[config.mk]
export PLATFORM = sky130hd
export DESIGN_NAME = framebuffer_pixel_format_writer_top
export DESIGN_NICKNAME = d
export VERILOG_FILES = /design/src/rtl/core/fpw_pkg.sv /design/src/rtl/core/fpw_front.sv /design/src/rtl/core/fpw_queue.sv /design/src/rtl/core/fpw_back.sv /design/src/rtl/core/framebuffer_pixel_format_writer_top.sv
export SDC_FILE = /design/constraint.sdc
export NUM_CORES = 1
export LEC_CHECK = 0
export ABC_AREA = 1
export BUFFER_PORTS_ARGS = -buffer_cell sky130_fd_sc_hd__buf_2
export CAP_MARGIN = 20
export CORE_MARGIN = 4
export CORE_UTILIZATION = 45
export CTS_BUF_LIST = sky130_fd_sc_hd__clkbuf_4 sky130_fd_sc_hd__clkbuf_8
export CTS_CLUSTER_SIZE = 8
export DETAILED_ROUTE_END_ITERATION = 6
export GPL_TIMING_DRIVEN = 0
export MAX_ROUTING_LAYER = met4
export PLACE_DENSITY = 0.72
export SKIP_CTS_REPAIR_TIMING = 1
export SYNTH_ARGS = -nofsm -noshare
export SYNTH_HDL_FRONTEND = slang
export SYNTH_SLANG_ARGS = --single-unit
export TNS_END_PERCENT = 30
[constraint.sdc]
create_clock -name clk -period 10.7 [get_ports clk]
set_input_delay 2.14 -clock clk [delete_from_list [all_inputs] [get_ports clk]]
set_output_delay 2.14 -clock clk [all_outputs]
set_load 0.02 [all_outputs]
[src/rtl/core/fpw_pkg.sv]
// shared types, constants and helpers for the framebuffer pixel format writer
// no dependencies
package fpw_pkg;

    localparam int MAX_COLUMNS = 1024;
    localparam int MAX_ROWS    = 1024;

    // width of the bound registers
    localparam int CFG_W = 11;
    localparam int COL_LIM = (MAX_COLUMNS > (2 ** CFG_W) - 1) ? (2 ** CFG_W) - 1 : MAX_COLUMNS;
    localparam int ROW_LIM = (MAX_ROWS > (2 ** CFG_W) - 1) ? (2 ** CFG_W) - 1 : MAX_ROWS;

    localparam int X_W      = $clog2(COL_LIM);
    localparam int Y_W      = $clog2(ROW_LIM);
    localparam int STRIDE_W = CFG_W + 1;
    localparam int LIN_W    = Y_W + STRIDE_W + 1;
    localparam int ACC_W    = LIN_W + 2;
    localparam int ADDR_W   = 22;

    localparam int QDEPTH = 2;
    localparam int QPTR_W = (QDEPTH > 1) ? $clog2(QDEPTH) : 1;
    localparam int QCNT_W = $clog2(QDEPTH + 1);

    localparam int IN_W     = 64;
    localparam int OUT_W    = 72;

    // grayscale weights, unsigned q16
    localparam logic [15:0] GRAY_WR = 16'd13926;
    localparam logic [15:0] GRAY_WG = 16'd46884;
    localparam logic [15:0] GRAY_WB = 16'd4725;

    localparam logic [1:0] PT_MONO   = 2'd0;
    localparam logic [1:0] PT_GRAY   = 2'd1;
    localparam logic [1:0] PT_RGB565 = 2'd2;
    localparam logic [1:0] PT_RGB888 = 2'd3;

    localparam logic [1:0] TM_OPAQUE = 2'd0;
    localparam logic [1:0] TM_CHROMA = 2'd1;
    localparam logic [1:0] TM_ALPHA  = 2'd2;

    localparam logic [2:0] REG_PIXEL_TYPE   = 3'd0;
    localparam logic [2:0] REG_TRANSPARENCY = 3'd1;
    localparam logic [2:0] REG_BIG_ENDIAN   = 3'd2;
    localparam logic [2:0] REG_BUF_COLUMNS  = 3'd3;
    localparam logic [2:0] REG_BUF_ROWS     = 3'd4;
    localparam logic [2:0] REG_IMG_COLUMNS  = 3'd5;

    typedef struct packed {
        logic [1:0]       pixel_type;
        logic [1:0]       transparency_mode;
        logic             big_endian;
        logic [CFG_W-1:0] buffer_columns;
        logic [CFG_W-1:0] buffer_rows;
        logic [CFG_W-1:0] image_columns;
    } cfg_t;

    typedef struct packed {
        logic                reject;
        logic [X_W-1:0]      ux;
        logic [Y_W-1:0]      uy;
        logic [STRIDE_W-1:0] stride;
        logic [7:0]          red;
        logic [7:0]          green;
        logic [7:0]          blue;
        logic [7:0]          alpha;
        logic                on;
        logic [23:0]         prod_r;
        logic [23:0]         prod_g;
        logic [23:0]         prod_b;
    } q_entry_t;

    function automatic logic [CFG_W-1:0] clamp_bound(input logic [CFG_W-1:0] v,
                                                     input logic [CFG_W-1:0] lim);
        return (v > lim) ? lim : v;
    endfunction

endpackage

[src/rtl/core/fpw_front.sv]
// front end: accepts pixels, checks bounds, classifies and precomputes colour terms
// depends on fpw_pkg
module fpw_front (
    input  fpw_pkg::cfg_t             cfg,
    input  logic                      in_valid,
    input  logic [fpw_pkg::IN_W-1:0]  in_data,
    output fpw_pkg::q_entry_t         entry
);

    logic signed [15:0] pixel_x;
    logic signed [15:0] pixel_y;
    logic [7:0] red, green, blue, alpha;
    logic [fpw_pkg::CFG_W-1:0] bc, br, ic;
    logic [fpw_pkg::STRIDE_W-1:0] w8_tmp;
    logic chroma, alpha_st, colour;
    logic [8:0] luma_sum;
    logic [7:0] r_adj, g_adj, b_adj;

    always_comb
    begin
        pixel_x  = in_data[15:0];
        pixel_y  = in_data[31:16];
        red      = in_data[39:32];
        green    = in_data[47:40];
        blue     = in_data[55:48];
        alpha    = in_data[63:56];
        bc       = fpw_pkg::clamp_bound(cfg.buffer_columns, fpw_pkg::CFG_W'(fpw_pkg::COL_LIM));
        br       = fpw_pkg::clamp_bound(cfg.buffer_rows, fpw_pkg::CFG_W'(fpw_pkg::ROW_LIM));
        ic       = fpw_pkg::clamp_bound(cfg.image_columns, fpw_pkg::CFG_W'(fpw_pkg::COL_LIM));
        chroma   = (cfg.transparency_mode == fpw_pkg::TM_CHROMA);
        alpha_st = (cfg.transparency_mode == fpw_pkg::TM_ALPHA);
        colour   = (cfg.pixel_type == fpw_pkg::PT_RGB565) ||
                   (cfg.pixel_type == fpw_pkg::PT_RGB888);

        // monochrome row stride rounded up to whole bytes
        w8_tmp = fpw_pkg::STRIDE_W'(ic) + fpw_pkg::STRIDE_W'(7);
        w8_tmp = {w8_tmp[fpw_pkg::STRIDE_W-1:3], 3'b000};

        r_adj = red;
        g_adj = green;
        b_adj = blue;
        if (colour && chroma)
        begin
            if (green == 8'd1 && red == 8'd0 && blue == 8'd0)
            begin
                g_adj = 8'd0;
            end
            if (alpha < 8'h80)
            begin
                r_adj = 8'd0;
                g_adj = (cfg.pixel_type == fpw_pkg::PT_RGB565) ? 8'd4 : 8'd1;
                b_adj = 8'd0;
            end
        end

        luma_sum = 9'(red[7:2]) + 9'(green[7:1]) + 9'(blue[7:2]);

        entry.reject = in_valid &&
                       (pixel_x[15] || pixel_y[15] ||
                        (pixel_x[14:0] >= 15'(bc)) || (pixel_y[14:0] >= 15'(br)));
        entry.ux     = pixel_x[fpw_pkg::X_W-1:0];
        entry.uy     = pixel_y[fpw_pkg::Y_W-1:0];
        entry.stride = (cfg.pixel_type == fpw_pkg::PT_MONO) ? w8_tmp : fpw_pkg::STRIDE_W'(bc);
        entry.red    = r_adj;
        entry.green  = g_adj;
        entry.blue   = b_adj;
        entry.alpha  = alpha;
        entry.on     = luma_sum[7] && !((chroma || alpha_st) && alpha < 8'h80);
        entry.prod_r = 24'(red) * 24'(fpw_pkg::GRAY_WR);
        entry.prod_g = 24'(green) * 24'(fpw_pkg::GRAY_WG);
        entry.prod_b = 24'(blue) * 24'(fpw_pkg::GRAY_WB);
    end

endmodule

[src/rtl/core/fpw_queue.sv]
// short request queue between front and back end
// depends on fpw_pkg
module fpw_queue (
    input  logic               clk,
    input  logic               rst_n,
    input  logic               push,
    input  fpw_pkg::q_entry_t  push_data,
    output logic               full,
    input  logic               pop,
    output logic               not_empty,
    output fpw_pkg::q_entry_t  pop_data
);

    fpw_pkg::q_entry_t mem [fpw_pkg::QDEPTH];
    logic [fpw_pkg::QPTR_W-1:0] wr_ptr_reg, wr_ptr_next;
    logic [fpw_pkg::QPTR_W-1:0] rd_ptr_reg, rd_ptr_next;
    logic [fpw_pkg::QCNT_W-1:0] cnt_reg, cnt_next;
    logic do_push, do_pop;

    assign full      = (cnt_reg == fpw_pkg::QCNT_W'(fpw_pkg::QDEPTH));
    assign not_empty = (cnt_reg != '0);
    assign do_push   = push && !full;
    assign do_pop    = pop && not_empty;
    assign pop_data  = mem[rd_ptr_reg];

    always_comb
    begin
        wr_ptr_next = wr_ptr_reg;
        rd_ptr_next = rd_ptr_reg;
        cnt_next    = cnt_reg;
        if (do_push)
        begin
            wr_ptr_next = (wr_ptr_reg == fpw_pkg::QPTR_W'(fpw_pkg::QDEPTH - 1)) ?
                          '0 : wr_ptr_reg + 1'b1;
        end
        if (do_pop)
        begin
            rd_ptr_next = (rd_ptr_reg == fpw_pkg::QPTR_W'(fpw_pkg::QDEPTH - 1)) ?
                          '0 : rd_ptr_reg + 1'b1;
        end
        if (do_push && !do_pop)
        begin
            cnt_next = cnt_reg + 1'b1;
        end
        else if (do_pop && !do_push)
        begin
            cnt_next = cnt_reg - 1'b1;
        end
    end

    always_ff @(posedge clk or negedge rst_n)
    begin
        if (!rst_n)
        begin
            wr_ptr_reg <= '0;
            rd_ptr_reg <= '0;
            cnt_reg    <= '0;
        end
        else
        begin
            wr_ptr_reg <= wr_ptr_next;
            rd_ptr_reg <= rd_ptr_next;
            cnt_reg    <= cnt_next;
        end
    end

    always_ff @(posedge clk)
    begin
        if (do_push)
        begin
            mem[wr_ptr_reg] <= push_data;
        end
    end

endmodule

[src/rtl/core/fpw_back.sv]
// back end: linear position multiply, data formatting, byte address and output register
// depends on fpw_pkg
module fpw_back (
    input  logic                          clk,
    input  logic                          rst_n,
    input  fpw_pkg::cfg_t                 cfg,
    input  logic                          q_valid,
    input  fpw_pkg::q_entry_t             q_data,
    output logic                          q_pop,
    output logic                          out_valid,
    input  logic                          out_ready,
    output logic [fpw_pkg::ADDR_W-1:0]    write_address,
    output logic [31:0]                   write_data,
    output logic [2:0]                    byte_count,
    output logic [7:0]                    bit_mask,
    output logic                          status
);

    typedef struct packed {
        logic                      reject;
        logic                      mono;
        logic                      on;
        logic [fpw_pkg::LIN_W-1:0] lin;
        logic [31:0]               data;
        logic [2:0]                count;
        logic [2:0]                bpp;
    } s1_t;

    s1_t  s1_reg, s1_next;
    logic s1_valid_reg;
    logic out_valid_reg;
    logic adv1, adv2;

    logic [fpw_pkg::ADDR_W-1:0] addr_reg, addr_next;
    logic [31:0]                data_reg, data_next;
    logic [2:0]                 count_reg, count_next;
    logic [7:0]                 mask_reg, mask_next;
    logic                       status_reg, status_next;

    logic chroma, alpha_st;
    logic [23:0] gray_sum;
    logic [7:0]  gray;
    logic [15:0] w565;
    logic [15:0] w565_ord;
    logic [fpw_pkg::ACC_W-1:0] lin_e, lin_scaled;
    logic [7:0] mono_mask;

    assign adv2  = !out_valid_reg || out_ready;
    assign adv1  = !s1_valid_reg || adv2;
    assign q_pop = q_valid && adv1;

    // stage one: row times stride plus column, colour word
    always_comb
    begin
        chroma   = (cfg.transparency_mode == fpw_pkg::TM_CHROMA);
        alpha_st = (cfg.transparency_mode == fpw_pkg::TM_ALPHA);
        gray_sum = q_data.prod_r + q_data.prod_g + q_data.prod_b;
        gray     = gray_sum[23:16];
        if (chroma)
        begin
            if (gray == 8'd1)
            begin
                gray = 8'd0;
            end
            if (q_data.alpha < 8'h80)
            begin
                gray = 8'd1;
            end
        end
        else if (alpha_st && q_data.alpha != 8'hFF)
        begin
            gray = q_data.alpha;
        end

        w565     = {q_data.red[7:3], q_data.green[7:2], q_data.blue[7:3]};
        w565_ord = cfg.big_endian ? {w565[7:0], w565[15:8]} : w565;

        s1_next.reject = q_data.reject;
        s1_next.mono   = (cfg.pixel_type == fpw_pkg::PT_MONO);
        s1_next.on     = q_data.on;
        s1_next.lin    = fpw_pkg::LIN_W'(q_data.uy) * fpw_pkg::LIN_W'(q_data.stride) +
                         fpw_pkg::LIN_W'(q_data.ux);
        unique case (cfg.pixel_type)
            fpw_pkg::PT_MONO:
            begin
                s1_next.data  = '0;
                s1_next.count = 3'd1;
                s1_next.bpp   = 3'd1;
            end
            fpw_pkg::PT_GRAY:
            begin
                s1_next.data  = {24'd0, gray};
                s1_next.count = 3'd1;
                s1_next.bpp   = 3'd1;
            end
            fpw_pkg::PT_RGB565:
            begin
                s1_next.data  = {8'd0, alpha_st ? q_data.alpha : 8'd0, w565_ord};
                s1_next.count = alpha_st ? 3'd3 : 3'd2;
                s1_next.bpp   = alpha_st ? 3'd3 : 3'd2;
            end
            default:
            begin
                s1_next.data  = {alpha_st ? q_data.alpha : 8'd0,
                                 q_data.blue, q_data.green, q_data.red};
                s1_next.count = alpha_st ? 3'd4 : 3'd3;
                s1_next.bpp   = alpha_st ? 3'd4 : 3'd3;
            end
        endcase
    end

    // stage two: byte address and monochrome bit placement
    always_comb
    begin
        lin_e = fpw_pkg::ACC_W'(s1_reg.lin);
        unique case (s1_reg.bpp)
            3'd2:    lin_scaled = lin_e << 1;
            3'd3:    lin_scaled = lin_e + (lin_e << 1);
            3'd4:    lin_scaled = lin_e << 2;
            default: lin_scaled = lin_e;
        endcase
        mono_mask = 8'h80 >> s1_reg.lin[2:0];

        priority if (s1_reg.reject)
        begin
            addr_next   = '0;
            data_next   = '0;
            count_next  = '0;
            mask_next   = '0;
            status_next = 1'b1;
        end
        else if (s1_reg.mono)
        begin
            addr_next   = fpw_pkg::ADDR_W'(s1_reg.lin >> 3);
            data_next   = s1_reg.on ? {24'd0, mono_mask} : 32'd0;
            count_next  = s1_reg.count;
            mask_next   = mono_mask;
            status_next = 1'b0;
        end
        else
        begin
            addr_next   = fpw_pkg::ADDR_W'(lin_scaled);
            data_next   = s1_reg.data;
            count_next  = s1_reg.count;
            mask_next   = 8'hFF;
            status_next = 1'b0;
        end
    end

    always_ff @(posedge clk or negedge rst_n)
    begin
        if (!rst_n)
        begin
            s1_valid_reg  <= 1'b0;
            out_valid_reg <= 1'b0;
        end
        else
        begin
            if (adv1)
            begin
                s1_valid_reg <= q_valid;
            end
            if (adv2)
            begin
                out_valid_reg <= s1_valid_reg;
            end
        end
    end

    always_ff @(posedge clk)
    begin
        if (q_pop)
        begin
            s1_reg <= s1_next;
        end
        if (adv2 && s1_valid_reg)
        begin
            addr_reg   <= addr_next;
            data_reg   <= data_next;
            count_reg  <= count_next;
            mask_reg   <= mask_next;
            status_reg <= status_next;
        end
    end

    assign out_valid     = out_valid_reg;
    assign write_address = addr_reg;
    assign write_data    = data_reg;
    assign byte_count    = count_reg;
    assign bit_mask      = mask_reg;
    assign status        = status_reg;

endmodule

[src/rtl/core/framebuffer_pixel_format_writer_top.sv]
// a pixel request passes through the queue, the stage-one register and the
// output register; each stage takes one pixel per cycle while m_tready is high
// a 2-entry queue between front and back end lets either side stall on its own;
// s_tready drops only while that queue is full
// reset: asynchronous, active low; format registers return to rgb888, opaque,
// little endian, 1024 x 1024 bounds; queue and pipeline are emptied
module framebuffer_pixel_format_writer_top (
    input  logic                          clk,
    input  logic                          rst_n,
    input  logic                          cfg_we,
    input  logic [2:0]                    cfg_index,
    input  logic [fpw_pkg::CFG_W-1:0]     cfg_data,
    input  logic                          s_tvalid,
    output logic                          s_tready,
    // pixel_x[15:0], pixel_y[31:16], red[39:32], green[47:40], blue[55:48], alpha[63:56]
    input  logic [fpw_pkg::IN_W-1:0]      s_tdata,
    output logic                          m_tvalid,
    input  logic                          m_tready,
    // write_address[21:0], write_data[53:22], byte_count[56:54], bit_mask[64:57], zero pad
    output logic [fpw_pkg::OUT_W-1:0]     m_tdata,
    // status[0]
    output logic                          m_tuser
);

    fpw_pkg::cfg_t     cfg_reg;
    fpw_pkg::q_entry_t front_entry;
    fpw_pkg::q_entry_t q_head;
    logic q_full, q_not_empty, q_pop;
    logic [fpw_pkg::ADDR_W-1:0] write_address;
    logic [31:0] write_data;
    logic [2:0]  byte_count;
    logic [7:0]  bit_mask;
    logic        status;

    always_ff @(posedge clk or negedge rst_n)
    begin
        if (!rst_n)
        begin
            cfg_reg.pixel_type        <= fpw_pkg::PT_RGB888;
            cfg_reg.transparency_mode <= fpw_pkg::TM_OPAQUE;
            cfg_reg.big_endian        <= 1'b0;
            cfg_reg.buffer_columns    <= fpw_pkg::CFG_W'(1024);
            cfg_reg.buffer_rows       <= fpw_pkg::CFG_W'(1024);
            cfg_reg.image_columns     <= fpw_pkg::CFG_W'(1024);
        end
        else if (cfg_we)
        begin
            unique case (cfg_index)
                fpw_pkg::REG_PIXEL_TYPE:   cfg_reg.pixel_type        <= cfg_data[1:0];
                fpw_pkg::REG_TRANSPARENCY: cfg_reg.transparency_mode <= cfg_data[1:0];
                fpw_pkg::REG_BIG_ENDIAN:   cfg_reg.big_endian        <= cfg_data[0];
                fpw_pkg::REG_BUF_COLUMNS:  cfg_reg.buffer_columns    <= cfg_data;
                fpw_pkg::REG_BUF_ROWS:     cfg_reg.buffer_rows       <= cfg_data;
                fpw_pkg::REG_IMG_COLUMNS:  cfg_reg.image_columns     <= cfg_data;
                default:
                begin
                end
            endcase
        end
    end

    fpw_front u_front (
        .cfg      (cfg_reg),
        .in_valid (s_tvalid),
        .in_data  (s_tdata),
        .entry    (front_entry)
    );

    assign s_tready = !q_full;

    fpw_queue u_queue (
        .clk       (clk),
        .rst_n     (rst_n),
        .push      (s_tvalid),
        .push_data (front_entry),
        .full      (q_full),
        .pop       (q_pop),
        .not_empty (q_not_empty),
        .pop_data  (q_head)
    );

    fpw_back u_back (
        .clk           (clk),
        .rst_n         (rst_n),
        .cfg           (cfg_reg),
        .q_valid       (q_not_empty),
        .q_data        (q_head),
        .q_pop         (q_pop),
        .out_valid     (m_tvalid),
        .out_ready     (m_tready),
        .write_address (write_address),
        .write_data    (write_data),
        .byte_count    (byte_count),
        .bit_mask      (bit_mask),
        .status        (status)
    );

    assign m_tdata = {7'd0, bit_mask, byte_count, write_data, write_address};
    assign m_tuser = status;

endmodule
==> run metrics <==
Final period util=0.638; post-synth top area share=0.384; asr flop ratio synth=0.103; critical path startpoint category=register; Synth cell types=59; root buf cell=clkbuf_8; CTS sink count=between 400 and 500; TritonCTS clock tree=yes; vias in the first global route=21,709; final hold violations=0; Layout Nets=about 3,900; Routed WL=74,500 um; Post-DP HPWL=59,500 um; initial drt markers=about 1,900; top_reg_cell synth=edfxtp_1; grt ovf=0; Min-Delay Path Class=register to register; fin cells=roughly 4,300; wire per inst=approximately 17 um; maximum buffer depth of the clock tree=3; critical path class=register to register; worst path arrival time=~7 ns; Worst Tran Pin Value=about 1.1 ns; Layout Skew=0.0237 ns; DIE AREA=a little over 0.07 mm^2; post-synth top area cell=edfxtp_1; mean area per synthesized cell=9.68 um^2; Final Core Density=0.509; status=finished clean; synthesized flop and latch total=about 430; Initial Utilization=0.456; Setup violations, final=0; Final Max Tran Viols=0; Setup WS pre-CTS=between 4 and 5 ns; MaxCap Viol Count=0; Sum Neg Setup Slack=0 ns; Max FO, Critical Path=10; initial antenna violation count=5; Die Height=267 um; latest clock arrival within the worst-skew pair=between 0.6 and 0.7 ns; setup slack, reg-to-reg=between 3 and 4 ns; most frequent cells after synthesis=nand2_1 (697), inv_1 (490), edfxtp_1 (385); row cnt=94; Num CTS Buffers=between 70 and 80; Ys Warns=0; Vias/cell=5.20; htree depth=3; cell total after placement=roughly 4,100; Largest register FFs=258; CP endpoint kind=register; CTS clock-pin slew for the worst setup and hold paths=0.06 ns; die width=around 270 um; WP data required=roughly 11 ns; first-pass GRT wire length=roughly 120,000 um; Core Area=~0.066 mm^2; Setup WS post-layout=between 3 and 4 ns; Total GRT Usage=0.216; number of enable flip-flop cells after synthesis=a little under 400; residual DRC count=0; RSZ-0062 raised after global routing=false; PortBufs=150; register area share after synthesis=0.421; synth top area cells=edfxtp_1 (38%), ha_1 (13%), fa_1 (12%); layout cells sized above 1=0.103; synthesized instance count=roughly 3,100; largest net degree at the start of global routing=between 40 and 50; top-count cell post-synth=nand2_1; via count=~22,000; # IOs=158; Slew HR=0.246; Synth Cell Area=approximately 0.030 mm^2; Pre-antenna DRT Iters=6; post-layout minimum cycle time=about 7 ns; max frequency=147 MHz; RD Place Congestion=around 0.93; area delta synth->final=11.7%; DRT antenna net count=0
[kinds of logic after synthesis]
family                   count (synthesis)  synth area share
AO/OA/AOI/OAI                          436            0.0813
adder cells (fa/ha/maj)                488             0.249
multiplexers                            24           0.00799
AND/OR/NAND/NOR                       1100             0.148
other                                    1          0.000125
buffers and inverters                  559            0.0715
flip-flops                             429             0.421
XOR/XNOR                                72            0.0210
[placed cells by master, fill, tap and decap left out, drive strengths merged, types with 4 or more instances in the layout]
cell type	n
o21bai	6
dfstp	5
nor2	232
o22ai	24
dfrtp	39
buf	187
clkbuf	134
nand2	703
a21o	7
nand3	85
xor2	55
edfxtp	385
o21ai	192
conb	9
o31ai	5
inv	496
diode	7
o221ai	10
clkinv	28
o211ai	10
a31oi	4
ha	305
nand4	20
nor4	6
a221oi	13
fa	183
a21oi	148
xnor2	17
or2	32
mux2i	24
nor3	16
[final timing paths]
path | cells after the start | from | to
setup / recovery | 23 | u_queue.rd_ptr_reg$_DFFE_PN0P_ | u_back.lin_e[16]$_DFFE_PP_
hold / removal | 2 | cfg_reg[0]$_DFFE_PN0P_ | cfg_reg[0]$_DFFE_PN0P_
max in group asynchronous | 2 | rst_n | cfg_reg[10]$_DFFE_PN1P_
min in group asynchronous | 1 | rst_n | cfg_reg[33]$_DFFE_PN0P_
setup reg to reg | 23 | u_queue.rd_ptr_reg$_DFFE_PN0P_ | u_back.lin_e[16]$_DFFE_PP_
hold reg to reg | 2 | cfg_reg[0]$_DFFE_PN0P_ | cfg_reg[0]$_DFFE_PN0P_
[stage by stage]
step	cell area (um^2)	hold slack [ns]
2_1_floorplan	30100	0.447
3_3_place_gp	31900	0.461
3_5_place_dp	32200	0.474
4_1_cts	33600	0.488
5_1_grt	33600	0.529
6_report	33600	0.485
[critical path, cell delays in order, from the launching register on]
cell and delay, ns:
dfrtp_1 0.46, buf_6 0.19, buf_2 0.22, o21ai_0 0.76
clkinv_1 0.56, nand2_1 0.22, fa_1 0.45, fa_1 0.45
fa_1 0.54, inv_1 0.05, fa_1 0.47, inv_1 0.05
fa_1 0.52, inv_1 0.04, ha_1 0.34, a21oi_1 0.15
o21ai_0 0.09, nor2_1 0.21, o21ai_2 0.12, a31oi_1 0.22
o21ai_0 0.16, nand2_1 0.09, nand2_1 0.06, xor2_1 0.14
[per-layer routing]
metal  wire [um]  vias up  track usage
li1            -    10792            -
met2       33500      793        0.332
met5           0        -            -
met1       33000    10526        0.296
met4        2310        0       0.0745
met3        5730      136       0.0331
[final cells by class]
type	instances	area, um^2
diodes	7	17.5
plain buffers	59	275
clock buffers	100	1230
clock inverters	26	135
fillers	5927	32400
inverters	500	1880
multi-input cells	2129	15300
flip-flops and latches	429	12700
well taps	864	1080
repair buffers	162	1010
Power is not shown: default switching activity piles up to over one toggle a cycle in this logic, so the estimate is an artifact.
